## src/design/swg_pkg.sv

```systemverilog
// Package for the stimulation waveform generator.
// Holds field widths, codes, the state type and the per-sample factor tables.
// No dependencies.
package swg_pkg;

  localparam int SAMPLES    = 64;
  localparam int IDX_W      = 6;
  localparam int CODE_W     = 16;
  localparam int LEN_W      = 7;
  localparam int PER_W      = 14;
  localparam int REP_W      = 23;
  localparam int CFG_W      = 16;
  localparam int APB_DW     = 32;
  localparam int ADDR_W     = 3;
  localparam int OP_W       = 16;
  localparam int DIG_W      = 4;
  localparam int MUL_STEPS  = OP_W / DIG_W;
  localparam int REP_NUM_W  = 2 * OP_W + 1;
  localparam int REP_DEN_W  = 10;

  localparam logic [PER_W-1:0]     PERIOD_NUM = PER_W'(1000000 / SAMPLES);
  localparam logic [PER_W-1:0]     DC_PERIOD  = PER_W'(1000);
  localparam logic [REP_NUM_W-1:0] REP_BIAS   = REP_NUM_W'(999);
  localparam logic [REP_DEN_W-1:0] REP_DIV    = REP_DEN_W'(1000);

  localparam logic [1:0] STAT_OK       = 2'd0;
  localparam logic [1:0] STAT_INVALID  = 2'd1;
  localparam logic [1:0] STAT_NO_SPACE = 2'd2;

  localparam logic [1:0] WAVE_DC     = 2'd0;
  localparam logic [1:0] WAVE_SINE   = 2'd1;
  localparam logic [1:0] WAVE_SQUARE = 2'd2;
  localparam logic [1:0] WAVE_TRI    = 2'd3;

  localparam logic REG_STEP = 1'b0;
  localparam logic REG_CAP  = 1'b1;

  localparam logic [1:0] SH_NONE = 2'd0;
  localparam logic [1:0] SH_TRI  = 2'd1;
  localparam logic [1:0] SH_SINE = 2'd2;

  typedef enum logic [2:0] {
    ST_IDLE,
    ST_PREP,
    ST_REP,
    ST_START,
    ST_MUL,
    ST_EMIT
  } swg_state_t;

  typedef struct packed {
    logic            neg;
    logic [OP_W-1:0] mag;
    logic [1:0]      sh;
  } factor_t;

  function automatic logic [14:0] quarter_sine(input logic [4:0] k);
    logic [14:0] v;
    case (k)
      5'd0:  v = 15'd0;
      5'd1:  v = 15'd3212;
      5'd2:  v = 15'd6393;
      5'd3:  v = 15'd9512;
      5'd4:  v = 15'd12540;
      5'd5:  v = 15'd15447;
      5'd6:  v = 15'd18205;
      5'd7:  v = 15'd20788;
      5'd8:  v = 15'd23170;
      5'd9:  v = 15'd25330;
      5'd10: v = 15'd27246;
      5'd11: v = 15'd28899;
      5'd12: v = 15'd30274;
      5'd13: v = 15'd31357;
      5'd14: v = 15'd32138;
      5'd15: v = 15'd32610;
      5'd16: v = 15'd32767;
      default: v = 15'd0;
    endcase
    return v;
  endfunction

  function automatic factor_t wave_factor(input logic [1:0] kind, input logic [IDX_W-1:0] idx);
    factor_t     f;
    logic [6:0]  i7;
    logic [6:0]  k7;
    logic [7:0]  q;
    logic [7:0]  d;
    i7 = {1'b0, idx};
    k7 = '0;
    q  = {idx, 2'b00};
    d  = '0;
    f.neg = 1'b0;
    f.mag = OP_W'(1);
    f.sh  = SH_NONE;
    case (kind)
      WAVE_SINE: begin
        f.sh = SH_SINE;
        if (i7 <= 7'd16) begin
          k7 = i7;
        end else if (i7 <= 7'd32) begin
          k7 = 7'd32 - i7;
        end else if (i7 <= 7'd48) begin
          k7 = i7 - 7'd32;
          f.neg = 1'b1;
        end else begin
          k7 = 7'd64 - i7;
          f.neg = 1'b1;
        end
        f.mag = OP_W'(quarter_sine(k7[4:0]));
      end
      WAVE_SQUARE: begin
        f.neg = (i7 >= 7'(SAMPLES / 2));
      end
      WAVE_TRI: begin
        f.sh = SH_TRI;
        if (q >= 8'd128) begin
          d = q - 8'd128;
        end else begin
          d = 8'd128 - q;
        end
        if (d <= 8'd64) begin
          f.mag = OP_W'(8'd64 - d);
        end else begin
          f.mag = OP_W'(d - 8'd64);
          f.neg = 1'b1;
        end
      end
      default: begin
        f.mag = OP_W'(1);
      end
    endcase
    return f;
  endfunction

endpackage

```

## src/design/swg_req_if.sv

```systemverilog
// Request channel of the waveform generator: valid, ready and request fields.
// No dependencies.
interface swg_req_if;
  logic        valid;
  logic        ready;
  logic [1:0]  wave_kind;
  logic [15:0] wave_freq;
  logic [15:0] stim_span;
  logic [15:0] amp_level;
  logic        reverse_polarity;

  modport source (output valid, wave_kind, wave_freq, stim_span, amp_level,
                  reverse_polarity, input ready);
  modport sink (input valid, wave_kind, wave_freq, stim_span, amp_level,
                reverse_polarity, output ready);
endinterface

```

## src/design/swg_res_if.sv

```systemverilog
// Result channel of the waveform generator: valid, ready and result fields.
// No dependencies.
interface swg_res_if;
  logic               valid;
  logic               ready;
  logic [1:0]         status;
  logic [5:0]         sample_index;
  logic signed [15:0] sample_code;
  logic [6:0]         pattern_length;
  logic [13:0]        code_period;
  logic [22:0]        cycle_repeats;
  logic               last;

  modport source (output valid, status, sample_index, sample_code, pattern_length,
                  code_period, cycle_repeats, last, input ready);
  modport sink (input valid, status, sample_index, sample_code, pattern_length,
                code_period, cycle_repeats, last, output ready);
endinterface

```

## src/design/swg_sdiv.sv

```systemverilog
// Bit-serial restoring divider, one quotient bit per cycle.
// Self-contained; the quotient holds until the next start.
module swg_sdiv #(
  parameter int NUM_W = 16,
  parameter int DEN_W = 16
) (
  input  logic             clk,
  input  logic             rst_n,
  input  logic             start,
  input  logic [NUM_W-1:0] num,
  input  logic [DEN_W-1:0] den,
  output logic             busy,
  output logic [NUM_W-1:0] quo
);

  localparam int CNT_W = $clog2(NUM_W + 1);

  logic [NUM_W-1:0] num_r, num_nxt;
  logic [DEN_W-1:0] den_r, den_nxt;
  logic [DEN_W-1:0] rem_r, rem_nxt;
  logic [CNT_W-1:0] cnt_r, cnt_nxt;
  logic             busy_r, busy_nxt;
  logic [DEN_W:0]   trial;
  logic [DEN_W:0]   diff;
  logic             ge;

  assign trial = {rem_r, num_r[NUM_W-1]};
  assign diff  = trial - {1'b0, den_r};
  assign ge    = (trial >= {1'b0, den_r});

  always_comb begin
    num_nxt  = num_r;
    den_nxt  = den_r;
    rem_nxt  = rem_r;
    cnt_nxt  = cnt_r;
    busy_nxt = busy_r;
    if (start) begin
      num_nxt  = num;
      den_nxt  = den;
      rem_nxt  = '0;
      cnt_nxt  = CNT_W'(NUM_W);
      busy_nxt = 1'b1;
    end else if (busy_r) begin
      rem_nxt  = ge ? diff[DEN_W-1:0] : trial[DEN_W-1:0];
      num_nxt  = {num_r[NUM_W-2:0], ge};
      cnt_nxt  = cnt_r - 1'b1;
      busy_nxt = (cnt_r != CNT_W'(1));
    end
  end

  always_ff @(posedge clk) begin
    if (!rst_n) begin
      busy_r <= 1'b0;
      cnt_r  <= '0;
    end else begin
      busy_r <= busy_nxt;
      cnt_r  <= cnt_nxt;
    end
  end

  always_ff @(posedge clk) begin
    num_r <= num_nxt;
    den_r <= den_nxt;
    rem_r <= rem_nxt;
  end

  assign busy = busy_r;
  assign quo  = num_r;

endmodule

```

## src/design/swg_smul.sv

```systemverilog
// Digit-serial shift-add multiplier, one multiplier digit per cycle.
// Depends on swg_pkg for operand and digit widths.
module swg_smul (
  input  logic                       clk,
  input  logic                       rst_n,
  input  logic                       start,
  input  logic [swg_pkg::OP_W-1:0]   a,
  input  logic [swg_pkg::OP_W-1:0]   b,
  output logic                       busy,
  output logic [2*swg_pkg::OP_W-1:0] prod
);

  localparam int OW    = swg_pkg::OP_W;
  localparam int DW    = swg_pkg::DIG_W;
  localparam int CNT_W = $clog2(swg_pkg::MUL_STEPS + 1);

  logic [OW-1:0]    a_r, a_nxt;
  logic [2*OW-1:0]  p_r, p_nxt;
  logic [CNT_W-1:0] cnt_r, cnt_nxt;
  logic             busy_r, busy_nxt;
  logic [OW+DW-1:0] pp;
  logic [OW+DW-1:0] sum;

  assign pp  = a_r * p_r[DW-1:0];
  assign sum = {{DW{1'b0}}, p_r[2*OW-1:OW]} + pp;

  always_comb begin
    a_nxt    = a_r;
    p_nxt    = p_r;
    cnt_nxt  = cnt_r;
    busy_nxt = busy_r;
    if (start) begin
      a_nxt    = a;
      p_nxt    = {{OW{1'b0}}, b};
      cnt_nxt  = CNT_W'(swg_pkg::MUL_STEPS);
      busy_nxt = 1'b1;
    end else if (busy_r) begin
      p_nxt    = {sum, p_r[OW-1:DW]};
      cnt_nxt  = cnt_r - 1'b1;
      busy_nxt = (cnt_r != CNT_W'(1));
    end
  end

  always_ff @(posedge clk) begin
    if (!rst_n) begin
      busy_r <= 1'b0;
      cnt_r  <= '0;
    end else begin
      busy_r <= busy_nxt;
      cnt_r  <= cnt_nxt;
    end
  end

  always_ff @(posedge clk) begin
    a_r <= a_nxt;
    p_r <= p_nxt;
  end

  assign busy = busy_r;
  assign prod = p_r;

endmodule

```

## src/design/swg_cfg.sv

```systemverilog
// APB-style register file: current step and buffer capacity.
// Depends on swg_pkg for widths and register indexes.
module swg_cfg (
  input  logic                         clk,
  input  logic                         rst_n,
  input  logic                         psel,
  input  logic                         penable,
  input  logic                         pwrite,
  input  logic [swg_pkg::ADDR_W-1:0]   paddr,
  input  logic [swg_pkg::APB_DW-1:0]   pwdata,
  output logic [swg_pkg::APB_DW-1:0]   prdata,
  output logic                         pready,
  output logic [swg_pkg::CFG_W-1:0]    step,
  output logic [swg_pkg::CFG_W-1:0]    cap
);

  logic [swg_pkg::CFG_W-1:0] step_r, step_nxt;
  logic [swg_pkg::CFG_W-1:0] cap_r, cap_nxt;
  logic                      wr;

  assign wr = psel && penable && pwrite;

  always_comb begin
    step_nxt = step_r;
    cap_nxt  = cap_r;
    if (wr) begin
      case (paddr[2])
        swg_pkg::REG_STEP: step_nxt = pwdata[swg_pkg::CFG_W-1:0];
        swg_pkg::REG_CAP:  cap_nxt  = pwdata[swg_pkg::CFG_W-1:0];
        default: begin
          step_nxt = step_r;
        end
      endcase
    end
  end

  always_ff @(posedge clk) begin
    if (!rst_n) begin
      step_r <= swg_pkg::CFG_W'(1);
      cap_r  <= swg_pkg::CFG_W'(swg_pkg::SAMPLES);
    end else begin
      step_r <= step_nxt;
      cap_r  <= cap_nxt;
    end
  end

  always_comb begin
    case (paddr[2])
      swg_pkg::REG_STEP: prdata = {{(swg_pkg::APB_DW-swg_pkg::CFG_W){1'b0}}, step_r};
      swg_pkg::REG_CAP:  prdata = {{(swg_pkg::APB_DW-swg_pkg::CFG_W){1'b0}}, cap_r};
      default:           prdata = '0;
    endcase
  end

  assign pready = 1'b1;
  assign step   = step_r;
  assign cap    = cap_r;

endmodule

```

## src/design/stimulation_waveform_generate_core.sv

```systemverilog
// Top level of the stimulation waveform generator: sequencer, output register.
// Depends on swg_pkg, swg_req_if, swg_res_if, swg_sdiv, swg_smul and swg_cfg.
//
//   channel   direction  handshake           payload
//   in_ch     sink       valid/ready         wave_kind .. reverse_polarity
//   out_ch    source     valid/ready         status .. last
//   cfg_*     slave      psel/penable/pready current_step_ua, buffer_capacity
//
// A refused request skips the arithmetic and goes straight to ST_EMIT. Setup runs
// the amplitude and period divides and, for a periodic request, the 33-step
// bit-serial divide by 1000. Each code is then formed by the 4-digit serial
// multiplier, and output stalls can hold it.
// rst_n is synchronous, active low; no clearing pass follows it.
// A new request is taken while the final result still waits in the output register.
module stimulation_waveform_generate_core (
  input  logic                        clk,
  input  logic                        rst_n,
  swg_req_if.sink                     in_ch,
  swg_res_if.source                   out_ch,
  input  logic                        cfg_psel,
  input  logic                        cfg_penable,
  input  logic                        cfg_pwrite,
  input  logic [swg_pkg::ADDR_W-1:0]  cfg_paddr,
  input  logic [swg_pkg::APB_DW-1:0]  cfg_pwdata,
  output logic [swg_pkg::APB_DW-1:0]  cfg_prdata,
  output logic                        cfg_pready
);

  localparam int OW = swg_pkg::OP_W;

  swg_pkg::swg_state_t state_r, state_nxt;

  logic [swg_pkg::CFG_W-1:0]     step_w, cap_w;
  logic [1:0]                    kind_r, kind_nxt;
  logic                          rev_r, rev_nxt;
  logic [15:0]                   dur_r, dur_nxt;
  logic [1:0]                    status_r, status_nxt;
  logic [swg_pkg::IDX_W-1:0]     idx_r, idx_nxt;

  logic                          out_valid_r, out_valid_nxt;
  logic [1:0]                    out_status_r, out_status_nxt;
  logic [swg_pkg::IDX_W-1:0]     out_idx_r, out_idx_nxt;
  logic [swg_pkg::CODE_W-1:0]    out_code_r, out_code_nxt;
  logic [swg_pkg::LEN_W-1:0]     out_len_r, out_len_nxt;
  logic [swg_pkg::PER_W-1:0]     out_per_r, out_per_nxt;
  logic [swg_pkg::REP_W-1:0]     out_rep_r, out_rep_nxt;
  logic                          out_last_r, out_last_nxt;

  logic                          in_fire, load, err_w;
  logic [1:0]                    req_status;
  logic                          mul_start, dcode_start, dper_start, drep_start;
  logic                          mul_busy, dcode_busy, dper_busy, drep_busy;
  logic [OW-1:0]                 mul_a, mul_b;
  logic [2*OW-1:0]               prod;
  logic [15:0]                   q_code;
  logic [swg_pkg::PER_W-1:0]     q_per;
  logic [swg_pkg::REP_NUM_W-1:0] q_rep;
  logic [swg_pkg::REP_NUM_W-1:0] rep_num;
  logic [OW-1:0]                 code_mag_w;
  logic [swg_pkg::PER_W-1:0]     per_w;
  logic [swg_pkg::REP_W-1:0]     rep_w;
  swg_pkg::factor_t              fac_w;
  logic [2*OW:0]                 r_tri, r_sine;
  logic [16:0]                   rmag;
  logic                          neg_w;
  logic [swg_pkg::CODE_W-1:0]    code_w;
  logic                          last_w;
  logic                          is_dc;

  swg_cfg u_cfg (
    .clk     (clk),
    .rst_n   (rst_n),
    .psel    (cfg_psel),
    .penable (cfg_penable),
    .pwrite  (cfg_pwrite),
    .paddr   (cfg_paddr),
    .pwdata  (cfg_pwdata),
    .prdata  (cfg_prdata),
    .pready  (cfg_pready),
    .step    (step_w),
    .cap     (cap_w)
  );

  swg_sdiv #(.NUM_W(16), .DEN_W(16)) u_div_code (
    .clk   (clk),
    .rst_n (rst_n),
    .start (dcode_start),
    .num   (in_ch.amp_level),
    .den   (step_w),
    .busy  (dcode_busy),
    .quo   (q_code)
  );

  swg_sdiv #(.NUM_W(14), .DEN_W(16)) u_div_per (
    .clk   (clk),
    .rst_n (rst_n),
    .start (dper_start),
    .num   (swg_pkg::PERIOD_NUM),
    .den   (in_ch.wave_freq),
    .busy  (dper_busy),
    .quo   (q_per)
  );

  swg_sdiv #(.NUM_W(33), .DEN_W(10)) u_div_rep (
    .clk   (clk),
    .rst_n (rst_n),
    .start (drep_start),
    .num   (rep_num),
    .den   (swg_pkg::REP_DIV),
    .busy  (drep_busy),
    .quo   (q_rep)
  );

  swg_smul u_mul (
    .clk   (clk),
    .rst_n (rst_n),
    .start (mul_start),
    .a     (mul_a),
    .b     (mul_b),
    .busy  (mul_busy),
    .prod  (prod)
  );

  assign in_fire = in_ch.valid && in_ch.ready;
  assign is_dc   = (kind_r == swg_pkg::WAVE_DC);

  always_comb begin
    if (cap_w == '0 || in_ch.wave_freq == '0 || step_w == '0) begin
      req_status = swg_pkg::STAT_INVALID;
    end else if (in_ch.wave_kind != swg_pkg::WAVE_DC &&
                 cap_w < swg_pkg::CFG_W'(swg_pkg::SAMPLES)) begin
      req_status = swg_pkg::STAT_NO_SPACE;
    end else begin
      req_status = swg_pkg::STAT_OK;
    end
  end

  assign err_w = (req_status != swg_pkg::STAT_OK);

  assign code_mag_w = (q_code == '0) ? OW'(1) : q_code;
  assign per_w      = (q_per == '0) ? swg_pkg::PER_W'(1) : q_per;
  assign rep_w      = (q_rep[swg_pkg::REP_W-1:0] == '0) ? swg_pkg::REP_W'(1)
                                                        : q_rep[swg_pkg::REP_W-1:0];
  assign rep_num    = {1'b0, prod} + swg_pkg::REP_BIAS;
  assign fac_w      = swg_pkg::wave_factor(kind_r, idx_r);

  assign mul_a = (state_r == swg_pkg::ST_IDLE) ? in_ch.stim_span : code_mag_w;
  assign mul_b = (state_r == swg_pkg::ST_IDLE) ? in_ch.wave_freq : fac_w.mag;

  assign r_tri  = {1'b0, prod} + (2*OW+1)'(32);
  assign r_sine = {1'b0, prod} + (2*OW+1)'(16384);

  always_comb begin
    case (fac_w.sh)
      swg_pkg::SH_NONE: rmag = prod[16:0];
      swg_pkg::SH_TRI:  rmag = r_tri[22:6];
      swg_pkg::SH_SINE: rmag = r_sine[31:15];
      default:          rmag = prod[16:0];
    endcase
  end

  assign neg_w = rev_r ^ fac_w.neg;

  always_comb begin
    if (neg_w) begin
      if (rmag > 17'd32768) begin
        code_w = 16'h8000;
      end else begin
        code_w = 16'(~rmag + 17'd1);
      end
    end else begin
      if (rmag > 17'd32767) begin
        code_w = 16'h7FFF;
      end else begin
        code_w = rmag[15:0];
      end
    end
  end

  assign last_w = (status_r != swg_pkg::STAT_OK) || is_dc ||
                  (idx_r == swg_pkg::IDX_W'(swg_pkg::SAMPLES - 1));

  // next state
  always_comb begin
    state_nxt = state_r;
    case (state_r)
      swg_pkg::ST_IDLE: begin
        if (in_fire) begin
          state_nxt = err_w ? swg_pkg::ST_EMIT : swg_pkg::ST_PREP;
        end
      end
      swg_pkg::ST_PREP: begin
        if (!mul_busy) begin
          state_nxt = swg_pkg::ST_REP;
        end
      end
      swg_pkg::ST_REP: begin
        if (!dcode_busy && !dper_busy && !drep_busy) begin
          state_nxt = swg_pkg::ST_START;
        end
      end
      swg_pkg::ST_START: begin
        state_nxt = swg_pkg::ST_MUL;
      end
      swg_pkg::ST_MUL: begin
        if (!mul_busy) begin
          state_nxt = swg_pkg::ST_EMIT;
        end
      end
      swg_pkg::ST_EMIT: begin
        if (load) begin
          state_nxt = last_w ? swg_pkg::ST_IDLE : swg_pkg::ST_START;
        end
      end
      default: begin
        state_nxt = swg_pkg::ST_IDLE;
      end
    endcase
  end

  // control outputs
  always_comb begin
    in_ch.ready = 1'b0;
    dcode_start = 1'b0;
    dper_start  = 1'b0;
    drep_start  = 1'b0;
    mul_start   = 1'b0;
    load        = 1'b0;
    case (state_r)
      swg_pkg::ST_IDLE: begin
        in_ch.ready = 1'b1;
        dcode_start = in_fire && !err_w;
        dper_start  = in_fire && !err_w;
        mul_start   = in_fire && !err_w;
      end
      swg_pkg::ST_PREP: begin
        drep_start = !mul_busy && !is_dc;
      end
      swg_pkg::ST_START: begin
        mul_start = 1'b1;
      end
      swg_pkg::ST_EMIT: begin
        load = !out_valid_r || out_ch.ready;
      end
      default: begin
        load = 1'b0;
      end
    endcase
  end

  // request and result registers
  always_comb begin
    kind_nxt       = kind_r;
    rev_nxt        = rev_r;
    dur_nxt        = dur_r;
    status_nxt     = status_r;
    idx_nxt        = idx_r;
    out_status_nxt = out_status_r;
    out_idx_nxt    = out_idx_r;
    out_code_nxt   = out_code_r;
    out_len_nxt    = out_len_r;
    out_per_nxt    = out_per_r;
    out_rep_nxt    = out_rep_r;
    out_last_nxt   = out_last_r;
    out_valid_nxt  = out_ch.ready ? 1'b0 : out_valid_r;
    if (in_fire) begin
      kind_nxt   = in_ch.wave_kind;
      rev_nxt    = in_ch.reverse_polarity;
      dur_nxt    = in_ch.stim_span;
      status_nxt = req_status;
      idx_nxt    = '0;
    end
    if (load) begin
      out_valid_nxt  = 1'b1;
      out_status_nxt = status_r;
      out_last_nxt   = last_w;
      idx_nxt        = idx_r + 1'b1;
      if (status_r != swg_pkg::STAT_OK) begin
        out_idx_nxt  = '0;
        out_code_nxt = '0;
        out_len_nxt  = '0;
        out_per_nxt  = '0;
        out_rep_nxt  = '0;
      end else if (is_dc) begin
        out_idx_nxt  = '0;
        out_code_nxt = code_w;
        out_len_nxt  = swg_pkg::LEN_W'(1);
        out_per_nxt  = swg_pkg::DC_PERIOD;
        out_rep_nxt  = swg_pkg::REP_W'(dur_r);
      end else begin
        out_idx_nxt  = idx_r;
        out_code_nxt = code_w;
        out_len_nxt  = swg_pkg::LEN_W'(swg_pkg::SAMPLES);
        out_per_nxt  = per_w;
        out_rep_nxt  = rep_w;
      end
    end
  end

  always_ff @(posedge clk) begin
    if (!rst_n) begin
      state_r     <= swg_pkg::ST_IDLE;
      out_valid_r <= 1'b0;
    end else begin
      state_r     <= state_nxt;
      out_valid_r <= out_valid_nxt;
    end
  end

  always_ff @(posedge clk) begin
    kind_r       <= kind_nxt;
    rev_r        <= rev_nxt;
    dur_r        <= dur_nxt;
    status_r     <= status_nxt;
    idx_r        <= idx_nxt;
    out_status_r <= out_status_nxt;
    out_idx_r    <= out_idx_nxt;
    out_code_r   <= out_code_nxt;
    out_len_r    <= out_len_nxt;
    out_per_r    <= out_per_nxt;
    out_rep_r    <= out_rep_nxt;
    out_last_r   <= out_last_nxt;
  end

  assign out_ch.valid          = out_valid_r;
  assign out_ch.status         = out_status_r;
  assign out_ch.sample_index   = out_idx_r;
  assign out_ch.sample_code    = out_code_r;
  assign out_ch.pattern_length = out_len_r;
  assign out_ch.code_period    = out_per_r;
  assign out_ch.cycle_repeats  = out_rep_r;
  assign out_ch.last           = out_last_r;

`ifndef NO_ASSERTIONS
  a_idle_quiet: assert property (@(posedge clk) disable iff (!rst_n)
    (state_r == swg_pkg::ST_IDLE) |-> !(mul_busy || dcode_busy || dper_busy || drep_busy))
    else $error("arithmetic unit busy while idle");

  a_ready_after_last: assert property (@(posedge clk) disable iff (!rst_n)
    $rose(in_ch.ready) |-> $past(load && last_w))
    else $error("request port reopened before final result");

  a_mul_ok: assert property (@(posedge clk) disable iff (!rst_n)
    (state_r == swg_pkg::ST_MUL) |-> (status_r == swg_pkg::STAT_OK))
    else $error("sample product computed for a refused request");

  a_last_index: assert property (@(posedge clk) disable iff (!rst_n)
    (out_valid_r && out_last_r && out_len_r == swg_pkg::LEN_W'(swg_pkg::SAMPLES))
      |-> (out_idx_r == swg_pkg::IDX_W'(swg_pkg::SAMPLES - 1)))
    else $error("last mark on a periodic code that is not the final one");
`endif

endmodule

```

## src/flat_wrapper.sv

```systemverilog
// flat-port wrapper written by rule: the top's interface ports become plain ports
module stimulation_waveform_generate_core_flat 
  (clk, rst_n, cfg_psel, cfg_penable, cfg_pwrite, cfg_paddr, cfg_pwdata, cfg_prdata, cfg_pready, in_ch_valid, in_ch_wave_kind, in_ch_wave_freq, in_ch_stim_span, in_ch_amp_level, in_ch_reverse_polarity, in_ch_ready, out_ch_valid, out_ch_status, out_ch_sample_index, out_ch_sample_code, out_ch_pattern_length, out_ch_code_period, out_ch_cycle_repeats, out_ch_last, out_ch_ready);
  swg_req_if in_ch_i ();
  swg_res_if out_ch_i ();
  input  logic clk;
  input  logic rst_n;
  input  logic cfg_psel;
  input  logic cfg_penable;
  input  logic cfg_pwrite;
  input  logic [swg_pkg::ADDR_W-1:0] cfg_paddr;
  input  logic [swg_pkg::APB_DW-1:0] cfg_pwdata;
  output logic [swg_pkg::APB_DW-1:0] cfg_prdata;
  output logic cfg_pready;
  input wire logic [$bits(in_ch_i.valid)-1:0] in_ch_valid;
  input wire logic [$bits(in_ch_i.wave_kind)-1:0] in_ch_wave_kind;
  input wire logic [$bits(in_ch_i.wave_freq)-1:0] in_ch_wave_freq;
  input wire logic [$bits(in_ch_i.stim_span)-1:0] in_ch_stim_span;
  input wire logic [$bits(in_ch_i.amp_level)-1:0] in_ch_amp_level;
  input wire logic [$bits(in_ch_i.reverse_polarity)-1:0] in_ch_reverse_polarity;
  output wire logic [$bits(in_ch_i.ready)-1:0] in_ch_ready;
  output wire logic [$bits(out_ch_i.valid)-1:0] out_ch_valid;
  output wire logic [$bits(out_ch_i.status)-1:0] out_ch_status;
  output wire logic [$bits(out_ch_i.sample_index)-1:0] out_ch_sample_index;
  output wire logic [$bits(out_ch_i.sample_code)-1:0] out_ch_sample_code;
  output wire logic [$bits(out_ch_i.pattern_length)-1:0] out_ch_pattern_length;
  output wire logic [$bits(out_ch_i.code_period)-1:0] out_ch_code_period;
  output wire logic [$bits(out_ch_i.cycle_repeats)-1:0] out_ch_cycle_repeats;
  output wire logic [$bits(out_ch_i.last)-1:0] out_ch_last;
  input wire logic [$bits(out_ch_i.ready)-1:0] out_ch_ready;
  assign in_ch_i.valid = in_ch_valid;
  assign in_ch_i.wave_kind = in_ch_wave_kind;
  assign in_ch_i.wave_freq = in_ch_wave_freq;
  assign in_ch_i.stim_span = in_ch_stim_span;
  assign in_ch_i.amp_level = in_ch_amp_level;
  assign in_ch_i.reverse_polarity = in_ch_reverse_polarity;
  assign in_ch_ready = in_ch_i.ready;
  assign out_ch_valid = out_ch_i.valid;
  assign out_ch_status = out_ch_i.status;
  assign out_ch_sample_index = out_ch_i.sample_index;
  assign out_ch_sample_code = out_ch_i.sample_code;
  assign out_ch_pattern_length = out_ch_i.pattern_length;
  assign out_ch_code_period = out_ch_i.code_period;
  assign out_ch_cycle_repeats = out_ch_i.cycle_repeats;
  assign out_ch_last = out_ch_i.last;
  assign out_ch_i.ready = out_ch_ready;
  stimulation_waveform_generate_core u_core (.clk(clk), .rst_n(rst_n), .in_ch(in_ch_i), .out_ch(out_ch_i), .cfg_psel(cfg_psel), .cfg_penable(cfg_penable), .cfg_pwrite(cfg_pwrite), .cfg_paddr(cfg_paddr), .cfg_pwdata(cfg_pwdata), .cfg_prdata(cfg_prdata), .cfg_pready(cfg_pready));
endmodule
```

## config.mk

```make
export PLATFORM = sky130hd
export DESIGN_NAME = stimulation_waveform_generate_core_flat
export DESIGN_NICKNAME = d
export VERILOG_FILES = /design/src/design/swg_pkg.sv /design/src/design/swg_req_if.sv /design/src/design/swg_res_if.sv /design/src/design/swg_sdiv.sv /design/src/design/swg_smul.sv /design/src/design/swg_cfg.sv /design/src/design/stimulation_waveform_generate_core.sv /design/src/flat_wrapper.sv
export SDC_FILE = /design/constraint.sdc
export NUM_CORES = 1
export LEC_CHECK = 0
export ABC_AREA = 1
export BUFFER_PORTS_ARGS = -buffer_cell sky130_fd_sc_hd__buf_2
export CAP_MARGIN = 20
export CELL_PAD_IN_SITES_DETAIL_PLACEMENT = 2
export CELL_PAD_IN_SITES_GLOBAL_PLACEMENT = 2
export CORE_ASPECT_RATIO = 0.75
export CORE_MARGIN = 2
export CORE_UTILIZATION = 32
export DETAILED_ROUTE_END_ITERATION = 10
export GPL_ROUTABILITY_DRIVEN = 0
export GPL_TIMING_DRIVEN = 1
export PLACE_DENSITY_LB_ADDON = 0.15
export SKIP_LAST_GASP = 1
export SLEW_MARGIN = 20
export SYNTH_ARGS = -nofsm -noshare
export SYNTH_HDL_FRONTEND = slang
export SYNTH_SLANG_ARGS = --single-unit
export TNS_END_PERCENT = 30
```

## constraint.sdc

```tcl
create_clock -name clk -period 4.46 [get_ports clk]
set_input_delay 0.223 -clock clk [delete_from_list [all_inputs] [get_ports clk]]
set_output_delay 0.223 -clock clk [all_outputs]
set_load 0.03 [all_outputs]
```

==> results.toml, run 1 <==
[route]
first_iter_violations = 1069
viasPerCell = 5.100
drc_errors = 0
vias = 19390
ant_nets = 0
routedWlPerCell_um = 20.61
routed_wl_um = 78370
firstDrtPassIters = 4

[finish]
layout_commonest_cell = "nand2_1"
final_cell_mix = "nand2_1, inv_1, nor2_1, edfxtp_1, o21ai_0"
utilization = 0.3814
area_growth_pct = 18.38
nets = 3122
n_fill_cell = 7473
drive_gt1_frac = 0.1175

[worst_setup_path]
cpPeakStageDelay_ns = 0.54
required_ns = 4.90
path_buf_inv = 6
critical_path.startpoint_type = "flop"
cp_cell_sequence = "buf_4, nand2_1, inv_1, fa_1, fa_1, inv_1, fa_1, inv_1, ha_1, nand2_1, nor2_1, inv_1, nor4_4, buf_4, nand4_1, nand3_1, o21ai_0, a21oi_1, a211oi_1"
cpLargestDelayFamily = "adder cells"
critPathCaptureType = "flop"
path_class = "reg -> reg"
crit_slowest_cell = "edfxtp_1"
worstPathMaxFanout = 8
arrival_ns = 4.74
path_common_cell = "inv_1"

[power]
combPwrFrac = 0.630
power.density_mw_per_mm2 = 952.7
leakage_uw = 0.01124
p_seq_frac = 0.234
pwr-share-clk = 0.137
peakVddDrop_uv = 728.5
power.internal_uw = 11380
switchingPower_uw = 12230
p_sw_frac = 0.5179
power_uw = 23610

[sta]
fin_ws_ns = 0.1589
whs_ns = 0.03908
relSlewSlack = 0.2855
drv_slew = 0
period_share = 0.9644
clock_skew_ns = 0.03260
fmax_ghz = 0.2325
rsz0062_at_grt = "true"
tightest_slew_ns = 1.068
final-hold-violation-count = 0
fin_crit_ns = 4.301
final.setup.tns_ns = 0
setup_viol = 0

[global_route]
grt-ovfl-total = 0
grt_max_degree = 49
grt_usage = 0.2330
grt_pass1_vias = 20760
grt_pass1_wl_um = 123100
antenna_found_initial = 3

[clock_tree]
cts_root_buf = "clkbuf_16"
cts-buffers-inserted = 39
clkLatencyLatePin_ns = 0.59
htreeDepth = 2
ctsLongestPathBuffers = 3
cts_tree = "built"
clk_pin_slew_ns = 0.07
clock-sinks = 334

[logic_synthesis]
synth_xor_area_frac = 0.03342
synth_compound_area_frac = 0.1228
synth_seq_area_share = 0.4170
synth_cell_types = 61
synth_top_family_by_area = "simple AND/OR/NAND/NOR gates"
synth_ff_type = "edfxtp_1"
synth_cells = 2666
ys_warn_count = 0
yosys_register_bits = 334
synth_edf_count = 204
synth_mux_area_frac = 0
synth.avg_cell_area_um2 = 7.851
synthAdderAreaFrac = 0.09504
async_flop_share = 0
syn_area_mm2 = 0.02093
synthSimpleGateAreaFrac = 0.2347

[placed_design]
port_buffers = 156
place_hpwl_um = 59540
pre_cts_slack_ns = -0.01757

[die]
dieArea_mm2 = 0.06749
rows = 81
core_region_area_mm2 = 0.06496
die_h_um = 225.5
die_w_um = 299.3
pin_count = 197
initial_core_util = 0.3222

[run]
max_cap_viol_count = 0

[hold_path]
hold_class = "in -> reg"

[run_status]
outcome = "finished, final reports clean"
==> metrics by stage <==
stage,cell area [um^2],instances
finish,24780,3802
global route,24780,3801
CTS,24660,3790
detailed placement,22710,3651
global placement,22710,3651
floorplan,21010,2686
==> tightest hold or removal path: stages <==
cell	delay [ns]
buf_2	0.08
nor2_1	0.08
inv_1	0.10
a21oi_1	0.07
==> cell usage after synthesis, types with 39 or more instances <==
cell type  count  area [um^2]
o21ai_0      189        945.9
xor2_1        53        464.2
ha_1          87         1089
inv_1        367         1378
edfxtp_1     204         6126
nor2_1       248        930.9
nand2_1      646         2425
clkbuf_1      69        259.0
fa_1          45        900.9
a21oi_1      146        730.7
nor3_1        39        195.2
dfxtp_1      130         2603
nand3_1      113        565.5
==> path summary, 6_finish.rpt <==
kind,startpoint,to,slack (ns),depth (start not counted)
worst min register to register,u_core.status_r[1],u_core.out_ch.status[1],0.47,0
worst max-delay path,u_core.u_mul.prod[2],u_core.u_mul.prod[30],0.16,19
worst min-delay path,out_ch_ready,u_core.out_ch.valid,0.04,4
worst max register to register,u_core.u_mul.prod[2],u_core.u_mul.prod[30],0.16,19
==> state kept, by name, summed over array words and instances (netlist names), 3 cells and up <==
| name | flops |
|---|---|
| u_core.u_div_rep.quo | 33 |
| u_core.u_mul.prod | 32 |
| u_core.out_ch.cycle_repeats | 23 |
| u_core.dur_r | 16 |
| u_core.out_ch.sample_code | 16 |
| u_core.u_cfg.cap | 16 |
| u_core.u_cfg.step | 16 |
| u_core.u_div_code.den_r | 16 |
| u_core.u_div_code.quo | 16 |
| u_core.u_div_code.rem_r | 16 |
| u_core.u_div_per.den_r | 16 |
| u_core.u_div_per.rem_r | 16 |
| u_core.u_mul.a_r | 16 |
| u_core.out_ch.code_period | 14 |
| u_core.u_div_per.quo | 14 |
| u_core.u_div_rep.rem_r | 10 |
| u_core.idx_r | 6 |
| u_core.out_ch.sample_index | 6 |
| u_core.u_div_rep.cnt_r | 6 |
| u_core.u_div_code.cnt_r | 5 |
| u_core.u_div_per.cnt_r | 4 |
| u_core.state_r | 3 |
| u_core.u_mul.cnt_r | 3 |
==> power groups by stage <==
| stage | clock network (uW) | logic [uW] | registers, uW |
|---|---|---|---|
| floorplan | 0 | 9980 | 5250 |
| CTS | 3320 | 14500 | 5510 |
| global route | 3430 | 16800 | 5640 |
| global placement | 0 | 13700 | 5500 |
| detailed placement | 0 | 14300 | 5570 |
| finish | 3230 | 14900 | 5510 |
==> logic make-up after synthesis <==
family / Yosys count
other cells: 2
xor+xnor: 79
buf+inv: 499
flops: 334
compound gates: 460
fa+ha+maj: 132
simple gates: 1160
==> final cells by class <==
class	count	area [um^2]	share of cell area
repair buffers	282	1898	0.07660
inverters	387	1453	0.05862
well taps	871	1090	0.04398
flip-flops and latches	334	8728	0.3523
clock inverters	20	146.4	0.005908
clock buffers	52	1127	0.04550
multi-input cells	1853	10330	0.4168
diodes	3	7.507	0.0003030
==> repair_timing <==
action / in CTS / in global routing
pin swaps: 0 / 4
resized for setup: 1 / 11
hold buffers: 67 / 0
setup buffers: 0 / 9
endpoints found under the hold margin: 89 / 0
setup endpoints to repair: 2 / 5
==> metal layers <==
metal | track usage | share of wire | vias to the layer above
met5 | 0 | 0 | -
met4 | 0.04419 | 0.016 | 0
met3 | 0.02670 | 0.037 | 84
met2 | 0.3743 | 0.45 | 343
met1 | 0.3385 | 0.50 | 9802
li1 | - | - | 9161
Power figures use the tool's default switching activity.
==> run 2, diff against run 1 <==
Settings changed: CORE_ASPECT_RATIO 0.75 to 0.9, CTS_CLUSTER_SIZE set to 8, HOLD_SLACK_MARGIN set to 0.02.
==> run 2 against run 1 <==
Against the previous run: critical path type unchanged; setup slack improved by 0.021 ns; register-to-register slack improved by 0.02 ns; via count down 0.21%; non-clock buffer count down 6; global-route usage is 0.056 points higher; die area hardly changed; highest routed layer is now met5; hold slack improved by 0.046 ns; clock skew is 0.0066 ns higher.
==> results.toml, run 2 (same netlist as run 1, synthesis figures left out) <==
[finish]
final_cell_mix = "nand2_1, inv_1, nor2_1, edfxtp_1, o21ai_0"
area_growth_pct = 19.04
fin_area_mm2 = 0.02492
utilization = 0.3868
largest_reg_flops = 33
drive_gt1_frac = 0.1163
nets = 3125
layout_commonest_cell = "nand2_1"

[clock_tree]
cts_tree = "built"
clk_pin_slew_ns = 0.06
cts_root_buf = "clkbuf_16"
ctsLongestPathBuffers = 3
cts-buffers-inserted = 48
clkLatencyLatePin_ns = 0.61
clock-sinks = 334
htreeDepth = 2

[hold_path]
hold_class = "in -> reg"

[worst_setup_path]
path_buf_inv = 5
required_ns = 4.92
cp_cell_sequence = "buf_6, nand2_1, inv_1, fa_1, fa_1, inv_1, fa_1, inv_1, ha_1, nand2_1, nor2_2, o21ai_1, o211ai_1, a31oi_2, buf_4, xor2_1, o22ai_1"
regToRegSetupSlack_ns = 0.18
critPathCaptureType = "flop"
worstPathMaxFanout = 11
crit_slowest_cell = "fa_1"
arrival_ns = 4.74
path_class = "reg -> reg"
critical_path.startpoint_type = "flop"
cpLargestDelayFamily = "adder cells"
cpPeakStageDelay_ns = 0.55

[global_route]
antenna_found_initial = 5
grt_pass1_wl_um = 122900
grt-ovfl-total = 0
grt_usage = 0.2336
grt_pass1_vias = 20900
grt_max_degree = 57

[placed_design]
dpl-instance-area_mm2 = 0.02269
port_buffers = 156
place_hpwl_um = 59240
pre_cts_slack_ns = 0.02245

[sta]
fin_crit_ns = 4.280
period_share = 0.9596
final.setup.tns_ns = 0
fin_ws_ns = 0.1802
drv_slew = 0
rsz0062_at_grt = "true"
final-hold-violation-count = 0
fmax_ghz = 0.2337
setup_viol = 0
relSlewSlack = 0.3255
tightest_slew_ns = 1.008
clock_skew_ns = 0.03922

[route]
drc_errors = 0
vias = 19350
firstDrtPassIters = 5
first_iter_violations = 1011
ant_nets = 0
routedWlPerCell_um = 20.84
routed_wl_um = 78940
viasPerCell = 5.108

[die]
dieArea_mm2 = 0.06748
initial_core_util = 0.3250
pin_count = 197
core_region_area_mm2 = 0.06441
die_h_um = 246.6
rows = 88
die_w_um = 273.6

[run]
max_cap_viol_count = 0

[run_status]
outcome = "finished, final reports clean"
==> run 2: per-stage QoR <==
| step | std cells | hold slack [ns] |
|---|---|---|
| after floorplan | 2686 | 0.3219 |
| after global placement | 3635 | 0.4097 |
| after detailed placement | 3635 | 0.4019 |
| after CTS | 3784 | 0.04573 |
| after global routing | 3787 | 0.07722 |
| final | 3788 | 0.08497 |
==> run 2: worst register-to-register path, cell delays in order (launching register included) <==
cell	delay (ns)
edfxtp_1	0.49
buf_6	0.20
nand2_1	0.07
inv_1	0.05
fa_1	0.48
fa_1	0.55
inv_1	0.06
fa_1	0.52
inv_1	0.06
ha_1	0.35
nand2_1	0.15
nor2_2	0.08
o21ai_1	0.09
o211ai_1	0.16
a31oi_2	0.31
buf_4	0.17
xor2_1	0.24
o22ai_1	0.12
==> run 2: cell type report <==
cell class / count / area (um^2)
Fill cell: 7356 / 39490
Multi-Input combinational cell: 1853 / 10420
Sequential cell: 334 / 8728
Timing Repair Buffer: 276 / 1861
Inverter: 387 / 1453
Clock buffer: 77 / 1320
Tap cell: 855 / 1070
Clock inverter: 5 / 68.82
Antenna cell: 1 / 2.502
==> run 2: repair_timing <==
action                                  CTS  global route
hold buffers                             67             0
pin swaps                                 0             8
endpoints found under the hold margin    98             0
endpoints found under the setup margin    1             5
gates cloned                              0             0
gates resized for setup                   1            27
setup buffers                             0             3
==> run 2: worst paths after layout <==
| check | from | endpoint | cells after the start |
|---|---|---|---|
| setup reg to reg | u_core.u_mul.prod[2] | u_core.u_mul.prod[22] | 17 |
| setup / recovery | u_core.u_mul.prod[2] | u_core.u_mul.prod[22] | 17 |
| hold / removal | in_ch_amp_level[0] | u_core.u_div_code.quo[0] | 3 |
| hold reg to reg | u_core.status_r[1] | u_core.out_ch.status[1] | 0 |
==> run 2: metal layers <==
metal / GRT usage / share of wire
met4: 0.04661 / 0.016
met1: 0.3246 / 0.48
met5: 0 / 0.00010
met3: 0.02729 / 0.042
met2: 0.3900 / 0.46
Power of run 2 is not shown: default switching activity piles up to over one toggle a cycle in this logic, so the estimate is an artifact.
==> run 3, diff against run 2 <==
Settings changed: CORE_ASPECT_RATIO 0.9 to not set.
==> run 3 against run 2 <==
Against the previous run: global-route usage down 0.26 points; design area about the same; utilization down 0.099 points; largest cell class unchanged.
==> results.toml, run 3 (same netlist as run 1, synthesis figures left out) <==
[run_status]
outcome = "finished, final reports clean"

[die]
rows = 93
die_h_um = 259.8
dieArea_mm2 = 0.06747
core_region_area_mm2 = 0.06458
pin_count = 197
die_w_um = 259.8
initial_core_util = 0.3241

[route]
ant_nets = 0
vias = 19290
firstDrtPassIters = 5
first_iter_violations = 917
drc_errors = 0
viasPerCell = 5.080
routedWlPerCell_um = 20.52
routed_wl_um = 77930

[clock_tree]
cts-buffers-inserted = 48
clock-sinks = 334
clkLatencyLatePin_ns = 0.61
htreeDepth = 2
cts_root_buf = "clkbuf_16"
clk_pin_slew_ns = 0.05
ctsLongestPathBuffers = 3
cts_tree = "built"

[power]
combPwrFrac = 0.625
leakage_uw = 0.01128
peakVddDrop_uv = 529.1
power.density_mw_per_mm2 = 971.1
power.internal_uw = 11990
p_seq_frac = 0.229
switchingPower_uw = 12210
power_uw = 24200
pwr-share-clk = 0.146
p_sw_frac = 0.5047

[finish]
area_growth_pct = 19.05
diodes = 0
nets = 3131
final_cell_mix = "nand2_1, inv_1, nor2_1, edfxtp_1, o21ai_0"
layout_commonest_cell = "nand2_1"
largest_reg_flops = 33
drive_gt1_frac = 0.1148
n_fill_cell = 7421

[sta]
fmax_ghz = 0.2327
setup_viol = 0
clock_skew_ns = 0.03020
final-hold-violation-count = 0
drv_slew = 0
final.setup.tns_ns = 0
fin_ws_ns = 0.1632
tightest_slew_ns = 1.045
period_share = 0.9634
rsz0062_at_grt = "true"
fin_crit_ns = 4.297
relSlewSlack = 0.2962

[global_route]
grt-ovfl-total = 0
grt_usage = 0.2310
grt_pass1_wl_um = 121800
grt_max_degree = 67
antenna_found_initial = 3
grt_pass1_vias = 21200

[placed_design]
pre_cts_slack_ns = 0.09206
place_hpwl_um = 58820
port_buffers = 156

[worst_setup_path]
critPathCaptureType = "flop"
required_ns = 4.91
critical_path.startpoint_type = "flop"
path_class = "reg -> reg"
worstPathMaxFanout = 8
arrival_ns = 4.75

[run]
max_cap_viol_count = 0

[hold_path]
hold_class = "in -> reg"
## run 3: changes by cell type in the layout (fill, tap and decap cells not counted), sizes merged
cell / previous run / this run
clkinv: 10 / 9
buf: 209 / 215
diode: 1 / 0
clkbuf: 77 / 83
## run 3: power groups by stage
stage	registers (uW)	logic [uW]	clock network (uW)
floorplan	5250	9980	0
global placement	5530	13900	0
detailed placement	5580	14600	0
CTS	5530	14700	3620
global route	5660	17200	3730
finish	5540	15100	3540
## run 3: worst paths after layout
path,from,end,slack (ns),cells past startpoint
setup / recovery,u_core.u_mul.prod[3],u_core.u_mul.prod[31],0.16,21
hold / removal,out_ch_ready,u_core.out_ch.valid,0.09,4
setup reg to reg,u_core.u_mul.prod[3],u_core.u_mul.prod[31],0.16,21
hold reg to reg,u_core.u_div_code.rem_r[15],u_core.u_div_code.rem_r[15],0.47,2
## run 3: layer usage
metal | vias up | part of all wire | track usage
li1 | 9193 | - | -
met1 | 9640 | 0.46 | 0.3042
met2 | 348 | 0.47 | 0.3974
met3 | 108 | 0.044 | 0.03421
met4 | 4 | 0.022 | 0.05428
met5 | - | 0.00033 | 0
## run 3: layout make-up
type	count	area, um^2	share of cell area
timing repair buffer	282	1898	0.07617
sequential	334	8728	0.3503
multi-input combinational	1853	10350	0.4155
clock inverter	4	62.56	0.002511
inverter	387	1453	0.05829
tap	855	1070	0.04293
clock buffer	83	1353	0.05428
## run 3: worst max-delay path, cell delays in order, from the launching register on
cell and delay (ns):
edfxtp_1 0.53, nand2_1 0.13, inv_1 0.07, fa_1 0.50, fa_1 0.54, inv_1 0.05, fa_1 0.50, inv_1 0.07
ha_4 0.28, nand2_1 0.05, inv_1 0.07, nand3_2 0.08, nor2_1 0.14, nor2_1 0.10, o21ai_1 0.13, buf_4 0.13
nand3_1 0.11, a21oi_2 0.20, nor2_1 0.07, o21bai_1 0.18, xnor2_1 0.14, a21oi_1 0.08
## run 3: repair_timing
action,CTS,global route
endpoints found under the hold margin,94,0
hold buffers,67,0
resized for setup,0,14
setup buffers,0,3
endpoints found under the setup margin,0,6
## run 3: metrics by stage
step           instances  area [um^2]  hold slack [ns]    util
2_1_floorplan       2686        21010           0.3219       -
3_3_place_gp        3640        22720           0.4247  0.3519
3_5_place_dp        3640        22730           0.4221  0.3519
4_1_cts             3794        24810          0.03580  0.3842
5_1_grt             3798        24920           0.1126  0.3859
6_report            3798        24920          0.08683  0.3859
